File: src/design/phich_reg_group_mapper_macros.svh
// Assertion helpers shared by the mapper files.
// Each macro expects clk and rst_n in scope.
`ifndef PHICH_REG_GROUP_MAPPER_MACROS_SVH
`define PHICH_REG_GROUP_MAPPER_MACROS_SVH

// Same-cycle implication.
`define ASSERT_IMPLIES(label, ante, cons, msg) \
    label: assert property (@(posedge clk) disable iff (!rst_n) (ante) |-> (cons)) \
        else $error(msg);

// Next-cycle implication.
`define ASSERT_NEXT(label, ante, cons, msg) \
    label: assert property (@(posedge clk) disable iff (!rst_n) (ante) |=> (cons)) \
        else $error(msg);

`endif

File: src/design/phich_rgm_pkg.sv
package phich_rgm_pkg;

    // Port widths
    localparam int CFG_IDX_W    = 3;
    localparam int CFG_DATA_W   = 32;
    localparam int IN_TDATA_W   = 8;
    localparam int OUT_TDATA_W  = 40;

    // Field widths
    localparam int RB_W         = 7;
    localparam int CELL_W       = 9;
    localparam int RES_W        = 4;
    localparam int GROUP_W      = 6;
    localparam int TOTAL_W      = 6;
    localparam int REG_W        = 9;
    localparam int PCFICH_W     = 32;
    localparam int POS_W        = 8;
    localparam int SLOT_W       = 2;

    // Internal widths
    localparam int N0_W         = 8;
    localparam int N1_W         = 9;
    localparam int SUM_W        = 10;
    localparam int PROD_W       = 11;
    localparam int THIRD_IN_W   = 10;
    localparam int THIRD_PROD_W = 20;

    // Constants of the mapping
    localparam int RB_MIN          = 6;
    localparam int RB_MAX          = 110;
    localparam int RES_MAX         = 12;
    localparam int N0_OFFSET       = 4;
    localparam int GROUP_ROUND     = 47;   // ceil(x/48) = floor((x+47)/16/3)
    localparam int GROUP_DIV_SHIFT = 4;
    localparam int THIRD_MULT      = 683;  // floor(x/3) = (x*683)>>11 for x < 2048
    localparam int THIRD_SHIFT     = 11;

    // Iterative divider
    localparam int DIV_DIVD_W   = 18;
    localparam int DIV_DIVS_W   = 9;
    localparam int DIV_STEPS    = DIV_DIVD_W;
    localparam int DIV_CNT_W    = $clog2(DIV_STEPS + 1);

    // Pipeline
    localparam int PIPE_STAGES  = 5;
    localparam int LANES        = 3;

    typedef enum logic [CFG_IDX_W-1:0] {
        CFG_RB_COUNT      = 3'd0,
        CFG_CELL_ID       = 3'd1,
        CFG_RESOURCE      = 3'd2,
        CFG_EXT_PREFIX    = 3'd3,
        CFG_EXT_DURATION  = 3'd4,
        CFG_PCFICH_POS    = 3'd5,
        CFG_PCFICH_FIRST  = 3'd6
    } cfg_index_t;

    typedef enum logic [2:0] {
        PREP_SETUP,
        PREP_THIRDS,
        PREP_DIV_CELL,
        PREP_DIV_SCALE,
        PREP_DIV_WRAP,
        PREP_READY
    } prep_state_t;

    typedef struct packed {
        logic [N0_W-1:0]     n0;
        logic [N1_W-1:0]     n1;
        logic [N0_W-1:0]     n0_third;
        logic [N0_W-1:0]     n0_two_third;
        logic [N1_W-1:0]     n1_third;
        logic [N1_W-1:0]     n1_two_third;
        logic [N0_W-1:0]     cell_mod;
        logic [N1_W-1:0]     scaled_mod;
        logic [GROUP_W-1:0]  base;
        logic [TOTAL_W-1:0]  total;
        logic                ext_duration;
        logic [PCFICH_W-1:0] pcfich_pos;
        logic [SLOT_W-1:0]   pcfich_first;
    } derived_t;

    typedef struct packed {
        logic                  start;
        logic [DIV_DIVD_W-1:0] dividend;
        logic [DIV_DIVS_W-1:0] divisor;
    } div_req_t;

    typedef struct packed {
        logic                  done;
        logic [DIV_DIVD_W-1:0] quotient;
        logic [DIV_DIVS_W-1:0] remainder;
    } div_resp_t;

    function automatic logic [THIRD_IN_W-1:0] div3(input logic [THIRD_IN_W-1:0] x);
        logic [THIRD_PROD_W-1:0] p;
        p = THIRD_PROD_W'(x) * THIRD_PROD_W'(THIRD_MULT);
        return THIRD_IN_W'(p >> THIRD_SHIFT);
    endfunction

    function automatic logic [POS_W-1:0] pcfich_at(input logic [PCFICH_W-1:0] pos,
                                                   input logic [SLOT_W-1:0]   slot);
        return pos[{slot, 3'b000} +: POS_W];
    endfunction

    // Step past one PCFICH REG
    function automatic logic [REG_W-1:0] skip_step(input logic [REG_W-1:0] r,
                                                   input logic [POS_W-1:0] pos);
        return (r >= REG_W'(pos)) ? r + REG_W'(1) : r;
    endfunction

    function automatic logic [SUM_W-1:0] wrap_once(input logic [SUM_W-1:0] s,
                                                   input logic [SUM_W-1:0] m);
        return (s >= m) ? s - m : s;
    endfunction

endpackage

File: src/design/phich_rgm_div.sv
module phich_rgm_div
    import phich_rgm_pkg::*;
(
    input  logic      clk,
    input  logic      rst_n,
    input  div_req_t  req,
    output div_resp_t resp
);

    logic [DIV_DIVD_W-1:0] quo_reg;
    logic [DIV_DIVS_W-1:0] rem_reg;
    logic [DIV_DIVS_W-1:0] divisor_reg;
    logic [DIV_CNT_W-1:0]  count_reg;
    logic                  run_reg;
    logic                  done_reg;

    logic [DIV_DIVS_W:0]   partial;
    logic                  fits;

    always_comb
    begin
        partial = {rem_reg, quo_reg[DIV_DIVD_W-1]};
        fits    = partial >= {1'b0, divisor_reg};
    end

    always_ff @(posedge clk or negedge rst_n)
    begin
        if (!rst_n)
        begin
            run_reg   <= 1'b0;
            done_reg  <= 1'b0;
            count_reg <= '0;
        end
        else if (req.start)
        begin
            run_reg   <= 1'b1;
            done_reg  <= 1'b0;
            count_reg <= DIV_CNT_W'(DIV_STEPS);
        end
        else if (run_reg)
        begin
            count_reg <= count_reg - DIV_CNT_W'(1);
            if (count_reg == DIV_CNT_W'(1))
            begin
                run_reg  <= 1'b0;
                done_reg <= 1'b1;
            end
        end
        else
        begin
            done_reg <= 1'b0;
        end
    end

    // Shift dividend out and quotient bits in, one bit per cycle
    always_ff @(posedge clk)
    begin
        if (req.start)
        begin
            quo_reg     <= req.dividend;
            rem_reg     <= '0;
            divisor_reg <= req.divisor;
        end
        else if (run_reg)
        begin
            quo_reg <= {quo_reg[DIV_DIVD_W-2:0], fits};
            rem_reg <= fits ? DIV_DIVS_W'(partial - {1'b0, divisor_reg})
                            : partial[DIV_DIVS_W-1:0];
        end
    end

    assign resp.done      = done_reg;
    assign resp.quotient  = quo_reg;
    assign resp.remainder = rem_reg;

endmodule

File: src/design/phich_rgm_prep.sv
module phich_rgm_prep
    import phich_rgm_pkg::*;
(
    input  logic                  clk,
    input  logic                  rst_n,
    input  logic                  cfg_write,
    input  logic [CFG_IDX_W-1:0]  cfg_index,
    input  logic [CFG_DATA_W-1:0] cfg_data,
    output derived_t              derived,
    output logic                  busy
);

    logic [RB_W-1:0]     rb_count_reg;
    logic [CELL_W-1:0]   cell_id_reg;
    logic [RES_W-1:0]    resource_reg;
    logic                ext_prefix_reg;
    logic                ext_duration_reg;
    logic [PCFICH_W-1:0] pcfich_pos_reg;
    logic [SLOT_W-1:0]   pcfich_first_reg;

    prep_state_t         state_reg, state_next;
    derived_t            derived_reg, derived_next;
    logic [PROD_W-1:0]   prod_reg, prod_next;

    logic [RB_W-1:0]     rbs_c;
    logic [RES_W-1:0]    res_c;
    logic [PROD_W-1:0]   prod_round;

    div_req_t            div_req;
    div_resp_t           div_resp;

    phich_rgm_div u_div (
        .clk  (clk),
        .rst_n(rst_n),
        .req  (div_req),
        .resp (div_resp)
    );

    always_ff @(posedge clk or negedge rst_n)
    begin
        if (!rst_n)
        begin
            rb_count_reg     <= RB_W'(RB_MIN);
            cell_id_reg      <= '0;
            resource_reg     <= RES_W'(1);
            ext_prefix_reg   <= 1'b0;
            ext_duration_reg <= 1'b0;
            pcfich_pos_reg   <= '0;
            pcfich_first_reg <= '0;
        end
        else if (cfg_write)
        begin
            case (cfg_index_t'(cfg_index))
                CFG_RB_COUNT:     rb_count_reg     <= cfg_data[RB_W-1:0];
                CFG_CELL_ID:      cell_id_reg      <= cfg_data[CELL_W-1:0];
                CFG_RESOURCE:     resource_reg     <= cfg_data[RES_W-1:0];
                CFG_EXT_PREFIX:   ext_prefix_reg   <= cfg_data[0];
                CFG_EXT_DURATION: ext_duration_reg <= cfg_data[0];
                CFG_PCFICH_POS:   pcfich_pos_reg   <= cfg_data[PCFICH_W-1:0];
                CFG_PCFICH_FIRST: pcfich_first_reg <= cfg_data[SLOT_W-1:0];
                default:          ;
            endcase
        end
    end

    always_ff @(posedge clk or negedge rst_n)
    begin
        if (!rst_n)
            state_reg <= PREP_SETUP;
        else
            state_reg <= state_next;
    end

    always_ff @(posedge clk)
    begin
        derived_reg <= derived_next;
        prod_reg    <= prod_next;
    end

    always_comb
    begin
        if (rb_count_reg < RB_W'(RB_MIN))
            rbs_c = RB_W'(RB_MIN);
        else if (rb_count_reg > RB_W'(RB_MAX))
            rbs_c = RB_W'(RB_MAX);
        else
            rbs_c = rb_count_reg;
        res_c      = (resource_reg > RES_W'(RES_MAX)) ? RES_W'(RES_MAX) : resource_reg;
        prod_round = prod_reg + PROD_W'(GROUP_ROUND);
    end

    always_comb
    begin
        state_next       = state_reg;
        derived_next     = derived_reg;
        prod_next        = prod_reg;
        div_req.start    = 1'b0;
        div_req.dividend = DIV_DIVD_W'(cell_id_reg);
        div_req.divisor  = DIV_DIVS_W'(derived_reg.n0);

        case (state_reg)
            PREP_SETUP:
            begin
                derived_next.n0           = N0_W'({rbs_c, 1'b0}) - N0_W'(N0_OFFSET);
                derived_next.n1           = N1_W'({rbs_c, 1'b0}) + N1_W'(rbs_c);
                derived_next.ext_duration = ext_duration_reg;
                derived_next.pcfich_pos   = pcfich_pos_reg;
                derived_next.pcfich_first = pcfich_first_reg;
                prod_next                 = PROD_W'(res_c) * PROD_W'(rbs_c);
                state_next                = PREP_THIRDS;
            end
            PREP_THIRDS:
            begin
                derived_next.n0_third     = N0_W'(div3(THIRD_IN_W'(derived_reg.n0)));
                derived_next.n0_two_third =
                    N0_W'(div3(THIRD_IN_W'({derived_reg.n0, 1'b0})));
                derived_next.n1_third     = N1_W'(div3(THIRD_IN_W'(derived_reg.n1)));
                derived_next.n1_two_third =
                    N1_W'(div3(THIRD_IN_W'({derived_reg.n1, 1'b0})));
                derived_next.base         =
                    GROUP_W'(div3(THIRD_IN_W'(prod_round >> GROUP_DIV_SHIFT)));
                derived_next.total        = ext_prefix_reg ?
                    TOTAL_W'({derived_next.base, 1'b0}) : TOTAL_W'(derived_next.base);
                // cell_id mod n0
                div_req.start             = 1'b1;
                state_next                = PREP_DIV_CELL;
            end
            PREP_DIV_CELL:
            begin
                if (div_resp.done)
                begin
                    derived_next.cell_mod = N0_W'(div_resp.remainder);
                    // floor(cell_id * n1 / n0)
                    div_req.start         = 1'b1;
                    div_req.dividend      =
                        DIV_DIVD_W'(cell_id_reg) * DIV_DIVD_W'(derived_reg.n1);
                    state_next            = PREP_DIV_SCALE;
                end
            end
            PREP_DIV_SCALE:
            begin
                if (div_resp.done)
                begin
                    div_req.start    = 1'b1;
                    div_req.dividend = div_resp.quotient;
                    div_req.divisor  = DIV_DIVS_W'(derived_reg.n1);
                    state_next       = PREP_DIV_WRAP;
                end
            end
            PREP_DIV_WRAP:
            begin
                if (div_resp.done)
                begin
                    derived_next.scaled_mod = N1_W'(div_resp.remainder);
                    state_next              = PREP_READY;
                end
            end
            PREP_READY:
            begin
                state_next = PREP_READY;
            end
            default:
            begin
                state_next = PREP_SETUP;
            end
        endcase

        // Any write restarts the setup sequence
        if (cfg_write)
            state_next = PREP_SETUP;
    end

    assign derived = derived_reg;
    assign busy    = (state_reg != PREP_READY);

endmodule

File: src/design/phich_rgm_pipe.sv
module phich_rgm_pipe
    import phich_rgm_pkg::*;
(
    input  logic               clk,
    input  logic               rst_n,
    input  derived_t           derived,
    input  logic               in_valid,
    output logic               in_ready,
    input  logic [GROUP_W-1:0] group_index,
    output logic               out_valid,
    input  logic               out_ready,
    output logic [REG_W-1:0]   reg_first,
    output logic [REG_W-1:0]   reg_second,
    output logic [REG_W-1:0]   reg_third,
    output logic [TOTAL_W-1:0] group_total,
    output logic               group_valid
);

    logic [PIPE_STAGES-1:0] v_reg;
    logic [PIPE_STAGES-1:0] rdy;

    logic [SUM_W-1:0]   sum1_reg [LANES];
    logic [SUM_W-1:0]   sum2_reg [LANES];
    logic [REG_W-1:0]   reg3_reg [LANES];
    logic [REG_W-1:0]   reg4_reg [LANES];
    logic [REG_W-1:0]   reg5_reg [LANES];
    logic               gv1_reg, gv2_reg, gv3_reg, gv4_reg, gv5_reg;
    logic [TOTAL_W-1:0] total5_reg;

    logic [SUM_W-1:0]   sum1_next [LANES];
    logic [SUM_W-1:0]   sum2_next [LANES];
    logic [REG_W-1:0]   reg3_next [LANES];
    logic [REG_W-1:0]   reg4_next [LANES];
    logic [REG_W-1:0]   reg5_next [LANES];
    logic [SUM_W-1:0]   modulus   [LANES];
    logic [REG_W-1:0]   start_c   [LANES];
    logic [REG_W-1:0]   offset_c  [LANES];
    logic               skip4, skip5;
    logic [SLOT_W-1:0]  slot_a, slot_b, slot_c, slot_d;

    // A stage advances when it is empty or the one after it advances
    always_comb
    begin
        rdy[PIPE_STAGES-1] = !v_reg[PIPE_STAGES-1] || out_ready;
        for (int i = PIPE_STAGES - 2; i >= 0; i--)
            rdy[i] = !v_reg[i] || rdy[i+1];
    end

    assign in_ready = rdy[0];

    always_ff @(posedge clk or negedge rst_n)
    begin
        if (!rst_n)
            v_reg <= '0;
        else
        begin
            if (rdy[0])
                v_reg[0] <= in_valid;
            for (int i = 1; i < PIPE_STAGES; i++)
                if (rdy[i])
                    v_reg[i] <= v_reg[i-1];
        end
    end

    always_comb
    begin
        modulus[0]  = SUM_W'(derived.n0);
        modulus[1]  = derived.ext_duration ? SUM_W'(derived.n1) : SUM_W'(derived.n0);
        modulus[2]  = modulus[1];
        start_c[0]  = REG_W'(derived.cell_mod);
        start_c[1]  = derived.ext_duration ? REG_W'(derived.scaled_mod)
                                           : REG_W'(derived.cell_mod);
        start_c[2]  = start_c[1];
        offset_c[0] = '0;
        offset_c[1] = derived.ext_duration ? REG_W'(derived.n1_third)
                                           : REG_W'(derived.n0_third);
        offset_c[2] = derived.ext_duration ? REG_W'(derived.n1_two_third)
                                           : REG_W'(derived.n0_two_third);

        slot_a = derived.pcfich_first;
        slot_b = derived.pcfich_first + SLOT_W'(1);
        slot_c = derived.pcfich_first + SLOT_W'(2);
        slot_d = derived.pcfich_first + SLOT_W'(3);
        skip4  = gv3_reg && !derived.ext_duration;
        skip5  = gv4_reg && !derived.ext_duration;

        for (int l = 0; l < LANES; l++)
        begin
            // For a valid group the sum stays below three times the modulus: two wrap steps suffice
            sum1_next[l] = SUM_W'(start_c[l]) + SUM_W'(group_index) + SUM_W'(offset_c[l]);
            sum2_next[l] = wrap_once(sum1_reg[l], modulus[l]);
            reg3_next[l] = gv2_reg ? REG_W'(wrap_once(sum2_reg[l], modulus[l])) : '0;
            reg4_next[l] = skip4 ?
                skip_step(skip_step(reg3_reg[l], pcfich_at(derived.pcfich_pos, slot_a)),
                          pcfich_at(derived.pcfich_pos, slot_b)) : reg3_reg[l];
            reg5_next[l] = skip5 ?
                skip_step(skip_step(reg4_reg[l], pcfich_at(derived.pcfich_pos, slot_c)),
                          pcfich_at(derived.pcfich_pos, slot_d)) : reg4_reg[l];
        end
    end

    always_ff @(posedge clk)
    begin
        if (rdy[0])
        begin
            sum1_reg <= sum1_next;
            gv1_reg  <= group_index < derived.base;
        end
        if (rdy[1])
        begin
            sum2_reg <= sum2_next;
            gv2_reg  <= gv1_reg;
        end
        if (rdy[2])
        begin
            reg3_reg <= reg3_next;
            gv3_reg  <= gv2_reg;
        end
        if (rdy[3])
        begin
            reg4_reg <= reg4_next;
            gv4_reg  <= gv3_reg;
        end
        if (rdy[4])
        begin
            reg5_reg   <= reg5_next;
            gv5_reg    <= gv4_reg;
            total5_reg <= derived.total;
        end
    end

    assign out_valid   = v_reg[PIPE_STAGES-1];
    assign reg_first   = reg5_reg[0];
    assign reg_second  = reg5_reg[1];
    assign reg_third   = reg5_reg[2];
    assign group_total = total5_reg;
    assign group_valid = gv5_reg;

endmodule

File: src/design/phich_reg_group_mapper.sv
// The result of an input transaction passes through five register stages.
// The five-stage pipeline takes one group index per cycle unless m_axis_tready
// back-pressure or a setup pass holds it. Reset (rst_n, asynchronous) and every register
// write start a setup pass that fills the derived tables through a shared 18-step divider,
// with s_axis_tready low; register writes are taken at all times.
`include "phich_reg_group_mapper_macros.svh"

module phich_reg_group_mapper
    import phich_rgm_pkg::*;
(
    input  logic                   clk,
    input  logic                   rst_n,

    input  logic                   cfg_valid,
    output logic                   cfg_ready,
    input  logic [CFG_IDX_W-1:0]   cfg_index,
    input  logic [CFG_DATA_W-1:0]  cfg_data,

    input  logic                   s_axis_tvalid,
    output logic                   s_axis_tready,
    // [5:0] group_index, [7:6] zero
    input  logic [IN_TDATA_W-1:0]  s_axis_tdata,

    output logic                   m_axis_tvalid,
    input  logic                   m_axis_tready,
    // [8:0] reg_first, [17:9] reg_second, [26:18] reg_third,
    // [32:27] group_total, [39:33] zero
    output logic [OUT_TDATA_W-1:0] m_axis_tdata,
    // [0] group_valid
    output logic                   m_axis_tuser
);

    derived_t           derived;
    logic               prep_busy;
    logic               pipe_ready;
    logic [REG_W-1:0]   reg_first, reg_second, reg_third;
    logic [TOTAL_W-1:0] group_total;
    logic               group_valid;

    assign cfg_ready = 1'b1;

    phich_rgm_prep u_prep (
        .clk      (clk),
        .rst_n    (rst_n),
        .cfg_write(cfg_valid && cfg_ready),
        .cfg_index(cfg_index),
        .cfg_data (cfg_data),
        .derived  (derived),
        .busy     (prep_busy)
    );

    phich_rgm_pipe u_pipe (
        .clk        (clk),
        .rst_n      (rst_n),
        .derived    (derived),
        .in_valid   (s_axis_tvalid && !prep_busy),
        .in_ready   (pipe_ready),
        .group_index(s_axis_tdata[GROUP_W-1:0]),
        .out_valid  (m_axis_tvalid),
        .out_ready  (m_axis_tready),
        .reg_first  (reg_first),
        .reg_second (reg_second),
        .reg_third  (reg_third),
        .group_total(group_total),
        .group_valid(group_valid)
    );

    // Hold input while the derived tables are rebuilt
    assign s_axis_tready = pipe_ready && !prep_busy;

    assign m_axis_tdata = {(OUT_TDATA_W - 3 * REG_W - TOTAL_W)'(0),
                           group_total, reg_third, reg_second, reg_first};
    assign m_axis_tuser = group_valid;

    `ASSERT_IMPLIES(a_invalid_group_zero, m_axis_tvalid && !m_axis_tuser, m_axis_tdata[3*REG_W-1:0] == '0, "invalid group carries nonzero REG index")
    `ASSERT_NEXT(a_write_holds_input, cfg_valid && cfg_ready, !s_axis_tready, "input ready right after a register write")

endmodule
File: config.mk
export PLATFORM = sky130hd
export DESIGN_NAME = phich_reg_group_mapper
export DESIGN_NICKNAME = d
export VERILOG_FILES = /design/src/design/phich_rgm_pkg.sv /design/src/design/phich_rgm_div.sv /design/src/design/phich_rgm_prep.sv /design/src/design/phich_rgm_pipe.sv /design/src/design/phich_reg_group_mapper.sv
export VERILOG_INCLUDE_DIRS = /design/src /design/src/design
export SDC_FILE = /design/constraint.sdc
export NUM_CORES = 1
export LEC_CHECK = 0
export BUFFER_PORTS_ARGS = -buffer_cell sky130_fd_sc_hd__buf_2
export CAP_MARGIN = 15
export CORE_UTILIZATION = 50
export DETAILED_ROUTE_END_ITERATION = 10
export PLACE_DENSITY = 0.71
export SLEW_MARGIN = 10
export SYNTH_ARGS = -nofsm -noshare
export SYNTH_HDL_FRONTEND = slang
export SYNTH_HIERARCHICAL = 1
export SYNTH_SLANG_ARGS = --single-unit
File: constraint.sdc
create_clock -name clk -period 7.2 [get_ports clk]
set_input_delay 1.44 -clock clk [delete_from_list [all_inputs] [get_ports clk]]
set_output_delay 1.44 -clock clk [all_outputs]
set_load 0.02 [all_outputs]
# Word level (Yosys, flattened, before mapping)
# Index checks and enable logic that the tools add are counted.
# totals
ff_bits	383
latchBits	0
ram_bits	0
romBits	0
in_bits	48
out_inout_bits	44
word_cells	222
n_memories	0
# classes
addsub	30
multipliers	7
div	0
order_cmp	23
n_eq_ne	18
shifts	4
n_mux	53
n_bitwise	0
n_reduce_logical	31
# op_table
operator	count
two-way mux 9 bit	25
variable part select 32 x 6 -> 8 bit	4
adder 9 x 1 -> 9 bit, second input constant	12
>= comparator 9 x 8 -> 1 bit	12
multiplier 9 x 10 -> 19 bit, second input constant	2
multiplier 8 x 10 -> 18 bit, second input constant	2
two-way mux 18 bit	2
case mux 18 bit (2 select lines)	1
>= comparator 10 x 9 -> 1 bit	3
two-way mux 10 bit	3
two-way mux 28 bit	1
subtractor 9 bit	3
AND reduction 2 bit	11
adder 10 x 9 -> 10 bit	2
>= comparator 10 bit	2
>= comparator 10 x 8 -> 1 bit	2
subtractor 10 bit	2
two-way mux 19 bit	1
multiplier 9 x 9 -> 18 bit	1
case mux 3 bit (6 select lines)	1
multiplier 7 x 10 -> 17 bit, second input constant	1
two-way mux 8 bit	2
== test 3 bit, second input constant	5
inequality test 3 bit, second input constant	5
other kinds (32)	61

# Depth between registers and ports, before layout
# Gate-level depths: netlist (run 1).
# logic_depth
depth_word	7
depth_mapped	23

# By module
# Netlist (run 1), hierarchy kept.
# by_module_without_submodules
mod	instances	cells_per_inst	area_per_inst_um2	seq_area_each_um2
phich_rgm_pipe	1	1595	15463.6	4659.5
phich_rgm_prep	1	1233	13497.9	4693.3
phich_rgm_div	1	180	2223.4	1166.1
phich_reg_group_mapper	1	12	80.1	0.0

# Worst setup path before layout (run 1)
# No wires, ideal clock.
# synth_path
path_kind	register to register
from	register u_prep.state_reg[0]
to	register u_prep.derived_reg, in the netlist u_prep/derived[0] (enable)
t_arrival_ns	5.124
path_slack_ns	1.521
path_stages_with_launch	5
path_buffers	3
synth_period_minus_slack_ns	5.679
path_cell_list	dfrtp_1 -> clkbuf_1 -> clkbuf_1 -> clkbuf_1 -> nor3_1
# synth_between
elab_chain_cells	1
# synth_lines
element	line	source
from (decl)	phich_rgm_prep.sv:21	prep_state_t state_reg, state_next;
from (signal assigned)	phich_rgm_prep.sv:71	state_reg <= state_next;
zero test 3 bit	phich_rgm_prep.sv:101	case (state_reg)
to (signal assigned)	phich_rgm_prep.sv:76	derived_reg <= derived_next;
to (decl)	phich_rgm_prep.sv:22	derived_t derived_reg, derived_next;
# Every way passes these cells.
# A chain may end at the register's enable or synchronous reset.

==> impl_metrics.csv, run 1 <==
group,metric,value,unit
outcome,status,"finished, final reports clean",
sta,final.min_clock_period,5701,ps
sta,rsz0062_at_grt,"false",
min_path,min_path_cells,0,
layout,largest_reg_flops,96,
sta,timing.setup.tns,0,ps
drt,wl_met1,29890,um
layout,fin_util,0.5476,
floorplanning,chipHeight,252.1,um
clocking,insertion_delay,580,ps
critical_path,r2r_cells,18,
critical_path,setup.worst_path.start_class,"flip-flop",
yosys,yosys.area.top_type,"edfxtp_1",
yosys,synth_cell_types,109,
grt,grt.total_usage,0.2268,
sta,postLayoutSetupSlackWorst,1499,ps
grt,grt_pass1_wl,115600,um
job,maxCapViolCount,0,
yosys,postSynthCellCount,3020,
drt,wl_met3,2915,um
placed_design,place_congestion,0.9142,
critical_path,reg2reg_slack,1500,ps
critical_path,critPathCaptureType,"flip-flop",
clocking,path_clk_slew,60,ps
clocking,root_buffer,"clkbuf_16",
critical_path,worst_ep_arrival_time,6030,ps
drt,wl_met2,36740,um
sta,final_max_slew_viol_count,0,
drt,drt-wirelength-per-cell,18.19,um
sta,max_freq,175.4,MHz
drt,num_vias,22254,
clocking,htreeDepth,2,
critical_path,crit_chain,"buf_4, mux4_2, ha_1, nor2b_1, o21ai_0, a21oi_2, or3_1, and2_1, inv_1, ha_1, a21oi_1, o21ai_0, a21oi_1, o21ai_0, a211oi_2, nor4_1, and3_1, a211o_1",
floorplanning,die-area,63530,um2
yosys,synth_area,31260,um2
sta,clock_skew,26.13,ps
critical_path,r2r_end,"u_pipe/reg_second[7]",
yosys,synth_area_per_cell,10.35,um2
min_path,min-delay-start,"u_prep/derived[37]",
grt,grt_pass1_vias,22648,
floorplanning,fp-row-count,91,
placed_design,pre_cts_ws,1546,ps
critical_path,rr_startpoint,"u_prep/derived[1]",
grt,overflow,0,
clocking,post_cts_buffers,0,
yosys,synth-edff-count,285,
floorplanning,fp.dieW,252.1,um
clocking,clock-sinks,365,
yosys,synthArstFlopShare,0.1945,
min_path,hp-class,"reg -> reg",
drt,via_per_inst,5.668,
grt,grt_max_degree,72,
yosys,ys_warn_count,6,
clocking,cts-resized-gates,0,
clocking,hold_buffers,0,
sta,final.period_utilization,0.7918,
clocking,cts_buffer_depth,3,
drt,drt_iter0_markers,1338,
sta,setup_viol,0,
yosys,ys_seq_area_frac,0.3364,
drt,wl,71430,um
yosys,synth_seq_cells,365,
layout,drive_above_1_share,0.1247,
clocking,cts_tree,"built",
critical_path,critPathRequiredTime,7530,ps
sta,worst_slew_pin_slew,1162,ps
layout,final_nets,3607,
drt,routed.top_layer,"met4",
yosys,synth.area.top_cells,"edfxtp_1 27%, ha_1 16%, fa_1 7.3%",
sta,relSlewSlack,0.2240,
floorplanning,coreArea,61710,um2
min_path,holdPathEnd,"u_pipe/group_total[2]",
critical_path,cp_max_fo,22,
floorplanning,io_pins,92,
floorplanning,start_util,0.5066,
drt,dr.pass1.iters,6,
placed_design,hpwl,55790,um
yosys,ys_dominant_reg_cell,"edfxtp_1",
grt,grt_antenna_before_repair,0,
drt,antenna_left,0,
clocking,numCtsBuffers,44,
yosys,synth_top_area_share,0.2737,
critical_path,crit_path_top_delay_cell,"edfxtp_1",
placed_design,port_buffers,81,
sta,finalHoldViolCount,0,
critical_path,critPathKind,"reg -> reg",
drt,post-route-drc-count,0,
critical_path,critPathMostFrequentCell,"o21ai_0",
critical_path,slowest_delay,980,ps
layout,area_growth,8.080,%
worst max path at each step:
stage                      endpoint                start  slack (ps)  cells after the start
6_report       u_pipe/reg_second[7]    u_prep/derived[1]        1500                     18
2_1_floorplan     u_prep/derived[0]  u_prep/state_reg[0]        1520                      4
3_3_place_gp     u_prep/derived[40]   u_prep/prod_reg[2]        1630                     19
5_1_grt        u_pipe/reg_second[7]    u_prep/derived[1]        1120                     18
3_5_place_dp     u_prep/derived[40]   u_prep/prod_reg[2]        1550                     19
4_1_cts          u_prep/derived[40]   u_prep/prod_reg[2]        1520                     19
cells in the mapped netlist (7+ instances only):
library cell and count:
xor2_1 69, nor2_1 118, nor4_1 8, o211ai_1 11, buf_1 11, nand2b_1 38, and3_1 23, dfxtp_1 9
buf_2 7, ha_1 391, nor3_1 32, mux4_2 32, a21o_1 51, mux2_2 113, a21oi_1 129, inv_1 357
edfxtp_1 285, a21boi_0 14, nor2b_1 55, or4_1 7, a31oi_1 11, and2_1 67, mux2i_1 48, buf_4 28
nand3b_1 12, nand2_1 234, o21a_1 17, nand4_1 34, a211oi_1 12, nand3_1 58, fa_1 114, o21ai_0 125
nor3b_1 11, or2_2 13, xnor2_1 132, o31ai_1 20, dfrtp_1 68, o21ai_1 13, o21bai_1 18, or3_1 11
clkbuf_1 71
worst max-delay path, delay by kind of cell, from the launching register on:
family | cells | cell delay (ps)
flip-flops | 1 | 980
multiplexers | 1 | 400
AND/OR/NAND/NOR | 5 | 900
AO/OA/AOI/OAI | 8 | 2170
adder cells (fa/ha/maj) | 2 | 600
buffers and inverters | 2 | 370
cell type report:
class / instances / area [um2]
well taps: 837 / 1047
clock buffers: 53 / 1229
diodes: 1 / 2.502
clock inverters: 27 / 246.5
flip-flops and latches: 365 / 10520
repair buffers: 101 / 558.0
inverters: 357 / 1340
fillers: 5326 / 27920
multi-input cells: 2185 / 18850
per-layer routing:
layer / up-vias / global-route usage
met3: 132 / 0.02868
met1: 10898 / 0.2763
met2: 521 / 0.4145
li1: 10703 / -
met4: 0 / 0.06961
met5: - / 0
cell families after synthesis:
logic type,share of synthesized area
flip-flops,0.3364
XOR/XNOR,0.05683
AND/OR/NAND/NOR,0.1253
AO/OA/AOI/OAI,0.1098
buffers and inverters,0.06179
multiplexers,0.07996
other,0.0003601
adder cells (fa/ha/maj),0.2295
through the flow:
stage | std cells | area (um2) | hold slack [ps]
floorplan | 3028 | 31300 | 400.3
global placement | 3845 | 32310 | 409.1
detailed placement | 3845 | 32310 | 404.5
CTS | 3925 | 33790 | 418.8
global route | 3925 | 33790 | 426.6
finish | 3926 | 33790 | 418.9
placed cells by master, fill, tap and decap left out, drive strengths merged, types with 101 or more instances in the layout:
cell / synthesis / final
mux2: 115 / 115
nor2: 118 / 118
o21ai: 141 / 141
edfxtp: 285 / 285
ha: 391 / 391
inv: 357 / 367
a21oi: 130 / 130
fa: 114 / 114
buf: 49 / 101
xnor2: 133 / 133
nand2: 235 / 235
Power of run 1 is left out: the tool's default activity adds up to more than one toggle a clock period on the data nets, which glitch-free logic cannot reach.
==> run 2, diff against run 1 <==
ABC_AREA = 1   (was default)
PLACE_DENSITY = 0.74   (was 0.71)
clock period = 5.1 ns   (was 7.2 ns; I/O delays follow)
==> impl_metrics.csv, run 2 <==
group,metric,value,unit
outcome,status,"finished, final reports clean",
sta,worst_slew_pin_slew,1203,ps
sta,setup_viol,0,
sta,finalHoldViolCount,0,
grt,grt_pass1_wl,126200,um
layout,layout_common_cells,"1063 x nand2_1, 648 x inv_1, 391 x ha_1",
critical_path,critPathRequiredTime,5410,ps
critical_path,rr_startpoint,"u_prep/prod_reg[1]",
clocking,cts_buffer_depth,3,
sta,clock_skew,35.04,ps
sta,final.period_utilization,0.9245,
sta,relSlewSlack,0.1894,
floorplanning,chipHeight,258.2,um
clocking,insertion_delay,600,ps
critical_path,crit_chain,"nor2_2, nand2_1, nand2_2, nand2_2, nand2_1, nor2_2, nand2_1, nor2_1, xor2_1, ha_1, inv_1, fa_1, inv_1, fa_1, fa_1, ha_1, a21oi_1, o21ai_0, a21oi_1, nand2_1, xnor2_1, o21ai_0",
floorplanning,io_pins,92,
critical_path,slowest_delay,480,ps
floorplanning,fp-row-count,93,
clocking,cts_tree,"built",
floorplanning,die-area,66680,um2
sta,final_max_slew_viol_count,0,
yosys,ys_seq_area_frac,0.3205,
yosys,yosys.area.top_type,"edfxtp_1",
yosys,synth_area,32820,um2
drt,dr.pass1.iters,8,
drt,post-route-drc-count,0,
layout,final_nets,4721,
critical_path,cp_max_fo,4,
clocking,clock-sinks,365,
placed_design,hpwl,61040,um
yosys,synth-edff-count,285,
yosys,postSynthCellCount,4084,
critical_path,crit_path_top_delay_cell,"fa_1",
placed_design,dp.cells,4977,
yosys,synth.area.top_cells,"edfxtp_1 26%, ha_1 15%, nand2_1 12%",
job,maxCapViolCount,0,
drt,wl,77370,um
drt,via_per_inst,5.272,
drt,drt_iter0_markers,1803,
drt,num_vias,26659,
layout,area_growth,8.745,%
critical_path,crit_path_start,"u_prep/prod_reg[1]",
critical_path,worst_ep_arrival_time,5030,ps
yosys,synthArstFlopShare,0.1945,
yosys,yosysMostFrequentCell,"nand2_1",
grt,overflow,0,
yosys,synth_common_cells,"1065 x nand2_1, 649 x inv_1, 391 x ha_1, 285 x edfxtp_1, 234 x o21ai_0",
layout,largest_reg_flops,96,
grt,grt_pass1_vias,25251,
grt,grt_max_degree,66,
clocking,path_clk_slew,60,ps
yosys,ys_warn_count,6,
yosys,synth_area_per_cell,8.037,um2
floorplanning,fp.dieW,258.2,um
clocking,root_buffer,"clkbuf_16",
clocking,hold_buffers,0,
placed_design,port_buffers,81,
clocking,post_cts_buffers,0,
layout,fin_cells,5057,
yosys,synth_cell_types,76,
min_path,hp-class,"reg -> reg",
clocking,htreeDepth,2,
grt,grt_antenna_before_repair,1,
placed_design,place_congestion,0.9376,
sta,final.min_clock_period,4715,ps
grt,grt.total_usage,0.2343,
drt,antenna_left,0,
yosys,synth_seq_cells,365,
critical_path,setup.worst_path.start_class,"flip-flop",
layout,antennaDiodeCount,0,
layout,drive_above_1_share,0.08425,
floorplanning,start_util,0.5073,
drt,drt-wirelength-per-cell,15.30,um
sta,max_freq,212.1,MHz
critical_path,critPathKind,"reg -> reg",
floorplanning,coreArea,64700,um2
critical_path,crit_family,"adder cells",
yosys,ys_dominant_reg_cell,"edfxtp_1",
clocking,cts-resized-gates,0,
sta,rsz0062_at_grt,"false",
critical_path,worstPathBufferInverterCount,2,
yosys,synth_top_area_share,0.2607,
critical_path,critPathCaptureType,"flip-flop",
clocking,numCtsBuffers,43,
critical_path,critPathMostFrequentCell,"nand2_1",
layout,final_common_cell,"nand2_1",
min_path,min-delay-start,"u_pipe/gv1_reg",
-- run 2: worst paths after layout --
path	endpoint	slack, ps	cells after the start
max in group asynchronous	u_prep/rb_count_reg[1]	3710	2
hold reg to reg	u_pipe/gv2_reg	400	0
hold / removal	u_pipe/gv2_reg	400	0
setup / recovery	u_prep/derived[36]	390	22
setup reg to reg	u_prep/derived[36]	390	22
min in group asynchronous	u_prep/state_reg[1]	480	1
-- run 2: per-stage QoR --
stage / utilization / TNS, ps / hold slack (ps) / worst slack (ps) / cell area (um2)
floorplan: - / -69.29 / 400.3 / -69.29 / 32860
global placement: 0.5284 / 0 / 403.1 / 461.3 / 34190
detailed placement: 0.5284 / 0 / 405.6 / 412.0 / 34190
CTS: 0.5513 / 0 / 399.7 / 384.3 / 35670
global route: 0.5517 / 0 / 409.6 / 50.47 / 35690
finish: 0.5517 / 0 / 399.5 / 385.3 / 35690
-- run 2: area by class of cell --
class / instances / area (um2)
fill: 5988 / 29000
multi-input combinational: 2940 / 19180
sequential: 365 / 10520
inverter: 673 / 2526
clock buffer: 57 / 1252
tap: 855 / 1070
timing repair buffer: 145 / 920.9
clock inverter: 22 / 225.2
-- run 2: logic make-up after synthesis --
kind of cell | count (synthesis) | share of synthesized area
AND/OR/NAND/NOR | 1702 | 0.2250
buffers and inverters | 787 | 0.09705
AO/OA/AOI/OAI | 558 | 0.09271
adder cells (fa/ha/maj) | 505 | 0.2186
flip-flops | 365 | 0.3205
XOR/XNOR | 139 | 0.03732
multiplexers | 25 | 0.008501
other | 3 | 0.0003431
-- run 2: per-layer routing --
metal / global-route usage / vias up / share of wire
met5: 0 / - / 0.00017
met4: 0.08481 / 2 / 0.034
met3: 0.03013 / 153 / 0.052
met2: 0.4035 / 666 / 0.48
met1: 0.3015 / 12349 / 0.43
li1: - / 13489 / -
-- run 2: worst reg2reg max path: stages (launching register included) --
cell	delay, ps
edfxtp_1	340
nor2_2	50
nand2_1	90
nand2_2	80
nand2_2	80
nand2_1	80
nor2_2	140
nand2_1	80
nor2_1	150
xor2_1	320
ha_1	230
inv_1	90
fa_1	390
inv_1	80
fa_1	480
fa_1	450
ha_1	330
a21oi_1	210
o21ai_0	170
a21oi_1	160
nand2_1	80
xnor2_1	270
o21ai_0	120
Power of run 2 is left out for the same reason.
